**src/rtl/cfhd_pkg.sv**
```systemverilog
// ----------------------------------------------------------------------------
// cfhd_pkg: shared types, codes and helpers for the framed header decoder
// Holds the result record, status and kind codes, header layout constants
// and the byte-wide reflected CRC-32 update.
// ----------------------------------------------------------------------------
package cfhd_pkg;

    localparam logic [31:0] CRC_POLY   = 32'hEDB88320;
    localparam logic [31:0] CRC_INIT   = 32'hFFFFFFFF;
    localparam int          HDR_CRC_AT = 20;
    localparam int          HDR_LEN    = 24;
    localparam int          IDX_W      = 17;
    localparam int          RQ_DEPTH   = 4;

    localparam logic [7:0]  VERSION_RESET = 8'd1;

    localparam logic        KIND_PAYLOAD = 1'b0;
    localparam logic        KIND_VERDICT = 1'b1;

    localparam logic [2:0]  STATUS_OK          = 3'd0;
    localparam logic [2:0]  STATUS_SHORT_HDR   = 3'd1;
    localparam logic [2:0]  STATUS_BAD_VERSION = 3'd2;
    localparam logic [2:0]  STATUS_SHORT_PAYLD = 3'd3;
    localparam logic [2:0]  STATUS_CRC_ERR     = 3'd4;

    typedef struct packed {
        logic        kind;
        logic [7:0]  payload_byte;
        logic [2:0]  status;
        logic [7:0]  hdr_msg_type;
        logic [7:0]  hdr_flags;
        logic [31:0] hdr_seq;
        logic [63:0] hdr_timestamp;
        logic [15:0] hdr_payload_len;
        logic [15:0] hdr_err_code;
    } result_t;

    // Up to two results enter the queue per accepted beat, first one first.
    typedef struct packed {
        logic [1:0] count;
        result_t    first;
        result_t    second;
    } push_t;

    // Reflected CRC-32, one byte, eight shift steps.
    function automatic logic [31:0] crc_byte(input logic [31:0] crc_in,
                                             input logic [7:0]  data);
        logic [31:0] c;
        c = crc_in ^ {24'd0, data};
        for (int k = 0; k < 8; k++) begin
            c = c[0] ? ((c >> 1) ^ CRC_POLY) : (c >> 1);
        end
        return c;
    endfunction

endpackage

```
**src/rtl/cfhd_result_queue.sv**
```systemverilog
// ----------------------------------------------------------------------------
// cfhd_result_queue: small result queue between decoder and output stream
// Takes up to two results a cycle, hands out one per beat from registers.
// ----------------------------------------------------------------------------
module cfhd_result_queue #(
    parameter int DEPTH = cfhd_pkg::RQ_DEPTH
) (
    input  logic              aclk,
    input  logic              aresetn,
    input  cfhd_pkg::push_t   push,
    output logic              room_for_two,
    output logic              out_valid,
    input  logic              out_ready,
    output cfhd_pkg::result_t out_data
);

    localparam int PW = (DEPTH > 2) ? $clog2(DEPTH) : 1;
    localparam int CW = $clog2(DEPTH + 1);

    cfhd_pkg::result_t entry_reg [DEPTH];
    logic [PW-1:0] head_reg, head_next;
    logic [PW-1:0] tail_reg, tail_next;
    logic [PW-1:0] tail_plus1;
    logic [CW-1:0] count_reg, count_next;
    logic          pop;

    function automatic logic [PW-1:0] ptr_inc(input logic [PW-1:0] p);
        return (p == PW'(DEPTH - 1)) ? '0 : p + PW'(1);
    endfunction

    assign pop          = out_valid && out_ready;
    assign out_valid    = (count_reg != '0);
    assign out_data     = entry_reg[head_reg];
    assign room_for_two = (count_reg <= CW'(DEPTH - 2));
    assign tail_plus1   = ptr_inc(tail_reg);

    always_comb begin
        head_next  = pop ? ptr_inc(head_reg) : head_reg;
        tail_next  = tail_reg;
        count_next = count_reg + CW'(push.count) - CW'(pop);
        case (push.count)
            2'd1:    tail_next = tail_plus1;
            2'd2:    tail_next = ptr_inc(tail_plus1);
            default: tail_next = tail_reg;
        endcase
    end

    always_ff @(posedge aclk) begin
        if (!aresetn) begin
            head_reg  <= '0;
            tail_reg  <= '0;
            count_reg <= '0;
        end else begin
            head_reg  <= head_next;
            tail_reg  <= tail_next;
            count_reg <= count_next;
        end
    end

    always_ff @(posedge aclk) begin
        if (push.count != 2'd0) begin
            entry_reg[tail_reg] <= push.first;
        end
        if (push.count == 2'd2) begin
            entry_reg[tail_plus1] <= push.second;
        end
    end

    // Occupancy never goes past the storage.
    a_count_bound: assert property (@(posedge aclk) disable iff (!aresetn)
        count_reg <= CW'(DEPTH))
        else $error("result queue occupancy beyond depth");

    // Results only enter while two slots are free.
    a_push_room: assert property (@(posedge aclk) disable iff (!aresetn)
        push.count != 2'd0 |-> room_for_two)
        else $error("result pushed without room");

    // A push never asks for more than two slots.
    a_push_count: assert property (@(posedge aclk) disable iff (!aresetn)
        push.count != 2'd3)
        else $error("illegal push count");

    // Pop without push drops the occupancy by exactly one.
    a_pop_count: assert property (@(posedge aclk) disable iff (!aresetn)
        (pop && push.count == 2'd0) |=> count_reg == $past(count_reg) - CW'(1))
        else $error("occupancy not decremented on pop");

endmodule

```
**src/rtl/crc_framed_header_decoder.sv**
```systemverilog
// ----------------------------------------------------------------------------
// crc_framed_header_decoder: CRC-32 checked frame deframer
// Parses a 24-byte little-endian header, forwards payload bytes and reports
// an end-of-frame verdict with the captured header fields.
// ----------------------------------------------------------------------------
// The block takes one frame byte per beat on the s_ channel, with s_tlast on
// the final byte, and accepts a beat every cycle. Header, CRC and byte count
// are updated in the accept cycle (one eight-step CRC update per byte), and the
// results land in a four-entry result queue whose head drives the m_ channel;
// results are registered there before they show. Each byte yields no beat
// (header or trailing byte), one payload beat, or, on the final byte, a verdict
// beat after the payload beat of that byte if there is one. The input is held
// off only while fewer than two queue slots are free, so with m_tready high
// the sustained rate is one byte per cycle. The user writes the expected version
// register through cfg_wr_en / cfg_wr_data only while the block is idle; the
// block does not enforce this. The register survives the end-of-frame clear.
// ----------------------------------------------------------------------------
module crc_framed_header_decoder #(
    parameter int RQ_DEPTH = cfhd_pkg::RQ_DEPTH
) (
    input  logic         aclk,
    input  logic         aresetn,
    // configuration
    input  logic         cfg_wr_en,
    input  logic [7:0]   cfg_wr_data,   // expected_version
    // frame bytes in
    input  logic         s_tvalid,
    output logic         s_tready,
    input  logic [7:0]   s_tdata,       // [7:0] in_byte
    input  logic         s_tlast,       // frame_last
    // results out
    output logic         m_tvalid,
    input  logic         m_tready,
    output logic [159:0] m_tdata,       // [7:0] payload_byte, [10:8] status,
                                        // [18:11] hdr_msg_type, [26:19] hdr_flags,
                                        // [58:27] hdr_seq, [122:59] hdr_timestamp,
                                        // [138:123] hdr_payload_len,
                                        // [154:139] hdr_err_code, [159:155] zero
    output logic         m_tuser        // kind
);

    localparam int IW = cfhd_pkg::IDX_W;

    logic [7:0]    exp_version_reg;

    logic [IW-1:0] byte_index_reg, byte_index_next;
    logic [31:0]   crc_reg, crc_next;
    logic [7:0]    version_reg, version_next;
    logic [7:0]    type_reg, type_next;
    logic [7:0]    flags_reg, flags_next;
    logic [31:0]   seq_reg, seq_next;
    logic [63:0]   time_reg, time_next;
    logic [15:0]   length_reg, length_next;
    logic [15:0]   error_reg, error_next;
    logic [31:0]   stored_reg, stored_next;

    // values after this byte is folded in, before any end-of-frame clear
    logic [IW-1:0] idx_cap;
    logic [31:0]   crc_cap;
    logic [7:0]    version_cap, type_cap, flags_cap;
    logic [31:0]   seq_cap, stored_cap;
    logic [63:0]   time_cap;
    logic [15:0]   length_cap, error_cap;

    logic          accept;
    logic          in_hdr;
    logic          is_payload;
    logic [7:0]    crc_data;
    logic [2:0]    status;
    logic [IW:0]   payload_end;
    logic [IW:0]   frame_end;

    cfhd_pkg::result_t payload_res;
    cfhd_pkg::result_t verdict_res;
    cfhd_pkg::result_t head;
    cfhd_pkg::push_t   push;
    logic              room_for_two;

    assign s_tready = room_for_two;
    assign accept   = s_tvalid && s_tready;

    // ---- configuration register ----
    always_ff @(posedge aclk) begin
        if (!aresetn) begin
            exp_version_reg <= cfhd_pkg::VERSION_RESET;
        end else if (cfg_wr_en) begin
            exp_version_reg <= cfg_wr_data;
        end
    end

    // ---- per-byte decode ----
    always_comb begin
        in_hdr      = (byte_index_reg < IW'(cfhd_pkg::HDR_LEN));
        payload_end = (IW+1)'(cfhd_pkg::HDR_LEN) + (IW+1)'(length_reg);
        is_payload  = !in_hdr && ({1'b0, byte_index_reg} < payload_end);

        version_cap = version_reg;
        type_cap    = type_reg;
        flags_cap   = flags_reg;
        seq_cap     = seq_reg;
        time_cap    = time_reg;
        length_cap  = length_reg;
        error_cap   = error_reg;
        stored_cap  = stored_reg;

        // capture header bytes into their lanes; pad byte is dropped
        if (in_hdr) begin
            case (byte_index_reg[4:0]) inside
                5'd0:           version_cap = s_tdata;
                5'd1:           type_cap    = s_tdata;
                5'd2:           flags_cap   = s_tdata;
                [5'd4:5'd7]:    seq_cap[byte_index_reg[1:0]*8 +: 8] = s_tdata;
                [5'd8:5'd15]:   time_cap[byte_index_reg[2:0]*8 +: 8] = s_tdata;
                [5'd16:5'd17]:  length_cap[byte_index_reg[0]*8 +: 8] = s_tdata;
                [5'd18:5'd19]:  error_cap[byte_index_reg[0]*8 +: 8] = s_tdata;
                [5'd20:5'd23]:  stored_cap[byte_index_reg[1:0]*8 +: 8] = s_tdata;
                default:        ;
            endcase
        end

        // stored CRC bytes enter the CRC as zero
        crc_data = (in_hdr && byte_index_reg >= IW'(cfhd_pkg::HDR_CRC_AT)) ? 8'd0 : s_tdata;
        crc_cap  = (in_hdr || is_payload) ? cfhd_pkg::crc_byte(crc_reg, crc_data) : crc_reg;

        // saturate the byte count
        idx_cap = (byte_index_reg == '1) ? byte_index_reg : byte_index_reg + IW'(1);

        // verdict, checked in priority order
        frame_end = (IW+1)'(cfhd_pkg::HDR_LEN) + (IW+1)'(length_cap);
        if (idx_cap < IW'(cfhd_pkg::HDR_LEN)) begin
            status = cfhd_pkg::STATUS_SHORT_HDR;
        end else if (version_cap != exp_version_reg) begin
            status = cfhd_pkg::STATUS_BAD_VERSION;
        end else if ({1'b0, idx_cap} < frame_end) begin
            status = cfhd_pkg::STATUS_SHORT_PAYLD;
        end else if (~crc_cap != stored_cap) begin
            status = cfhd_pkg::STATUS_CRC_ERR;
        end else begin
            status = cfhd_pkg::STATUS_OK;
        end
    end

    // ---- result records ----
    always_comb begin
        payload_res              = '0;
        payload_res.kind         = cfhd_pkg::KIND_PAYLOAD;
        payload_res.payload_byte = s_tdata;

        verdict_res                 = '0;
        verdict_res.kind            = cfhd_pkg::KIND_VERDICT;
        verdict_res.status          = status;
        verdict_res.hdr_msg_type    = type_cap;
        verdict_res.hdr_flags       = flags_cap;
        verdict_res.hdr_seq         = seq_cap;
        verdict_res.hdr_timestamp   = time_cap;
        verdict_res.hdr_payload_len = length_cap;
        verdict_res.hdr_err_code    = error_cap;

        // payload beat goes first when the final byte also carries payload
        push.first  = is_payload ? payload_res : verdict_res;
        push.second = verdict_res;
        push.count  = accept ? (2'(is_payload) + 2'(s_tlast)) : 2'd0;
    end

    // ---- frame state: advance on accept, clear after the final byte ----
    always_comb begin
        byte_index_next = byte_index_reg;
        crc_next        = crc_reg;
        version_next    = version_reg;
        type_next       = type_reg;
        flags_next      = flags_reg;
        seq_next        = seq_reg;
        time_next       = time_reg;
        length_next     = length_reg;
        error_next      = error_reg;
        stored_next     = stored_reg;
        if (accept) begin
            if (s_tlast) begin
                byte_index_next = '0;
                crc_next        = cfhd_pkg::CRC_INIT;
                version_next    = '0;
                type_next       = '0;
                flags_next      = '0;
                seq_next        = '0;
                time_next       = '0;
                length_next     = '0;
                error_next      = '0;
                stored_next     = '0;
            end else begin
                byte_index_next = idx_cap;
                crc_next        = crc_cap;
                version_next    = version_cap;
                type_next       = type_cap;
                flags_next      = flags_cap;
                seq_next        = seq_cap;
                time_next       = time_cap;
                length_next     = length_cap;
                error_next      = error_cap;
                stored_next     = stored_cap;
            end
        end
    end

    always_ff @(posedge aclk) begin
        if (!aresetn) begin
            byte_index_reg <= '0;
            crc_reg        <= cfhd_pkg::CRC_INIT;
            version_reg    <= '0;
            type_reg       <= '0;
            flags_reg      <= '0;
            seq_reg        <= '0;
            time_reg       <= '0;
            length_reg     <= '0;
            error_reg      <= '0;
            stored_reg     <= '0;
        end else begin
            byte_index_reg <= byte_index_next;
            crc_reg        <= crc_next;
            version_reg    <= version_next;
            type_reg       <= type_next;
            flags_reg      <= flags_next;
            seq_reg        <= seq_next;
            time_reg       <= time_next;
            length_reg     <= length_next;
            error_reg      <= error_next;
            stored_reg     <= stored_next;
        end
    end

    // ---- result queue and output stream ----
    cfhd_result_queue #(
        .DEPTH (RQ_DEPTH)
    ) u_result_queue (
        .aclk         (aclk),
        .aresetn      (aresetn),
        .push         (push),
        .room_for_two (room_for_two),
        .out_valid    (m_tvalid),
        .out_ready    (m_tready),
        .out_data     (head)
    );

    assign m_tuser = head.kind;
    assign m_tdata = {5'd0, head.hdr_err_code, head.hdr_payload_len, head.hdr_timestamp,
                      head.hdr_seq, head.hdr_flags, head.hdr_msg_type, head.status,
                      head.payload_byte};

endmodule

```
**config.mk**
```make
export PLATFORM = sky130hd
export DESIGN_NAME = crc_framed_header_decoder
export DESIGN_NICKNAME = d
export VERILOG_FILES = /design/src/rtl/cfhd_pkg.sv /design/src/rtl/cfhd_result_queue.sv /design/src/rtl/crc_framed_header_decoder.sv
export SDC_FILE = /design/constraint.sdc
export NUM_CORES = 2
export LEC_CHECK = 0
export BUFFER_PORTS_ARGS = -buffer_cell sky130_fd_sc_hd__buf_2
export CAP_MARGIN = 0
export CORE_ASPECT_RATIO = 0.9
export CORE_MARGIN = 5
export CORE_UTILIZATION = 45
export CTS_CLUSTER_DIAMETER = 40
export DETAILED_ROUTE_END_ITERATION = 8
export PLACE_DENSITY_LB_ADDON = 0.05
export SYNTH_ARGS = -nofsm -noshare
export SYNTH_HDL_FRONTEND = slang
export SYNTH_HIERARCHICAL = 1
export SYNTH_SLANG_ARGS = --single-unit
```
**constraint.sdc**
```tcl
create_clock -name aclk -period 17.85 [get_ports aclk]
set_input_delay 3.57 -clock aclk [delete_from_list [all_inputs] [get_ports aclk]]
set_output_delay 3.57 -clock aclk [all_outputs]
set_load 0.03 [all_outputs]
```
==> metrics.md <==
| Metric | Value |
|---|---|
| Status | finished, final reports clean |
| Largest net degree at the start of global routing | 116 |
| Max reg flops | 624 |
| Die height | 318 um |
| Fmax | 0.120 GHz |
| Ys async rst share | 0 |
| Starting DRC count in detailed routing | 2050 |
| Number of flops mapped to enable cells by yosys | 624 |
| Inserted Clock Buffers | 148 |
| Vias | 30700 |
| Fin worst setup slack | 9500 ps |
| Clk sink count | 874 |
| Prevailing post-synth register cell | edfxtp_1 |
| Pre-CTS WS | 10030 ps |
| Layout cells sized above 1 | 0.317 |
| PwrDens | 121 mW/mm^2 |
| Initial antenna violation count | 6 |
| DP Cell Count | 5137 |
| Final std cells w/o fill | 5410 |
| Hold_buf cts | 0 |
| Placer Congestion | 0.861 |
| Dpl cell area | 0.0492 sq mm |
| Slew Viols, Final | 0 |
| GRT Residual Overflow | 0 |
| Startpoint Class | flip-flop |
| CP endpoint kind | output port |
| Diodes inserted | 0 |
| Routed len/inst | 25.9 um |
| Nets | 3984 |
| Setup repair after global routing missed its margin | false |
| DRC errors left | 0 |
| Gates resized, CTS repair | 0 |
| Seq cells post-synth | 874 |
| Clock skew | 20.5 ps |
| DRT antenna net count | 0 |
| Critical path fanouts, max | 38 |
| CTS tree | built |
| Worst hold path class | reg -> reg |
| Synthesized area per cell | 12.6 sq um |
| Starting Density | 0.451 |
| Routed Wire Length | 140000 um |
| Required time worst endpoint | 14280 ps |
| Worst-Skew Late Latency | 740 ps |
| First-pass GRT wire length | 209000 um |
| DIE AREA | 0.112 sq mm |
| Layout area overhead | 14.4% |
| Gr usage total | 0.246 |
| Hold slack | 509 ps |
| Post-DP HPWL | 84500 um |
| CP arrival | 4780 ps |
| Slew HR | 0.197 |
| Slew @ Worst Pin | 1200 ps |
| Ratio of final minimum period to clock period | 0.468 |
| Reg-to-Reg Start | length_reg[3] |
| Via/cell ratio | 5.68 |
| Initial DRT Pass Iterations | 5 |
| Core area | 0.105 sq mm |
| Crit path time final | 8350 ps |
| Max clock buf depth | 3 |
| Lkg Pwr | 20.7 nW |
| # H-tree levels | 4 |
| Worst vdd ir | 0.0000809 V |
| CTS Root Cell | clkbuf_16 |
| Crit path kind | reg -> out |
| Setup tns final | 0 ps |
| Total setup buffers inserted after CTS | 0 |
| Setup-failing EPs final | 0 |
| Yosys cell types | 78 |
| I/O pins | 185 |
| Row count | 113 |
| Final instance area | 0.0542 sq mm |
| Max Cap Viol | 0 |
| Final hold violation count | 0 |
| Post-synthesis cell count | 3757 |
| Number of global-route vias before repair | 32500 |
| Sequential area share after synthesis | 0.501 |
| Hold path startpoint | stored_reg[31] |
| Area of the mapped netlist | 0.0474 sq mm |
| Buffers on Ports | 179 |
| Worst-path clk slew | 50 ps |
| Yosys warnings | 6 |
| R2R Setup Slk | 10930 ps |
| Die W | 352 um |
-- power breakdown --
part	switching (mW)	leakage, nW	total, mW	internal, mW
Combinational	0.894	10.9	1.38	0.490
Sequential	0.0744	7.38	2.33	2.25
Clock	1.01	2.40	2.86	1.86
Total	1.97	20.7	6.58	4.60
-- cell families (layout without fill, tap and decap cells) --
| kind of cell | Yosys count | count (layout) | synth area share |
|---|---|---|---|
| xor+xnor | 202 | 202 | 0.0390 |
| fa+ha+maj | 55 | 55 | 0.0147 |
| buf+inv | 410 | 644 | 0.0454 |
| compound gates | 411 | 411 | 0.0530 |
| mux | 928 | 928 | 0.254 |
| simple gates | 875 | 875 | 0.0926 |
| flops | 874 | 874 | 0.501 |
| other cells | 2 | 41 | 0.000158 |
-- Yosys cell counts (82+ instances only) --
cell,number,area [sq um]
nor2b_1,119,744
mux2_2,602,6780
o21ai_0,165,826
and2_1,163,1020
edfxtp_1,624,18700
inv_1,133,499
mux2i_1,119,1190
xnor2_1,127,1110
nor2_1,182,683
a22oi_1,82,616
clkbuf_1,142,533
dfxtp_1,250,5000
nand2_1,260,976
mux4_2,156,3510
-- per-layer routing --
metal | wire length (um) | track usage | share of wire | vias up
met1 | 63500 | 0.335 | 0.45 | 15600
met5 | 34 | 0 | 0.00024 | -
li1 | - | - | - | 14100
met2 | 67400 | 0.413 | 0.48 | 772
met3 | 6050 | 0.0384 | 0.043 | 205
met4 | 2990 | 0.0641 | 0.021 | 4
-- stage by stage --
| stage | utilization | power [mW] |
|---|---|---|
| 2_1_floorplan | - | 3.41 |
| 3_3_place_gp | 0.468 | 3.76 |
| 3_5_place_dp | 0.468 | 3.77 |
| 4_1_cts | 0.516 | 6.65 |
| 5_1_grt | 0.516 | 6.82 |
| 6_report | 0.516 | 6.58 |
-- critical path: stages, from the launching register on --
cell	delay [ps]
dfxtp_4	750
buf_4	800
buf_4	770
buf_4	760
mux4_2	670
buf_2	210
-- placed cells by master (no fill, tap or decap), drive strengths merged, types with 60 or more instances in the layout --
cell / n
nor2: 182
dfxtp: 250
a21oi: 60
a22oi: 82
nand2: 264
buf: 236
xnor2: 128
mux2: 653
nor2b: 119
xor2: 72
mux2i: 119
clkbuf: 191
mux4: 156
and2: 163
inv: 143
edfxtp: 624
o21ai: 168
-- final cells by class --
type / instances / area [sq um]
Fill cell: 9102 / 50800
Clock buffer: 191 / 4140
Multi-Input combinational cell: 2512 / 21800
Timing Repair Buffer: 236 / 1370
Clock inverter: 82 / 911
Sequential cell: 874 / 23800
Inverter: 135 / 507
Tap cell: 1380 / 1730
-- path summary, 6_finish.rpt --
kind,to,depth (start not counted)
worst min register to register,stored_reg[31],2
worst min-delay path,stored_reg[31],2
worst max-delay path,m_tdata[48],5
worst max register to register,u_result_queue/entry_reg[2][108],21
Power figures use the tool's default switching activity.
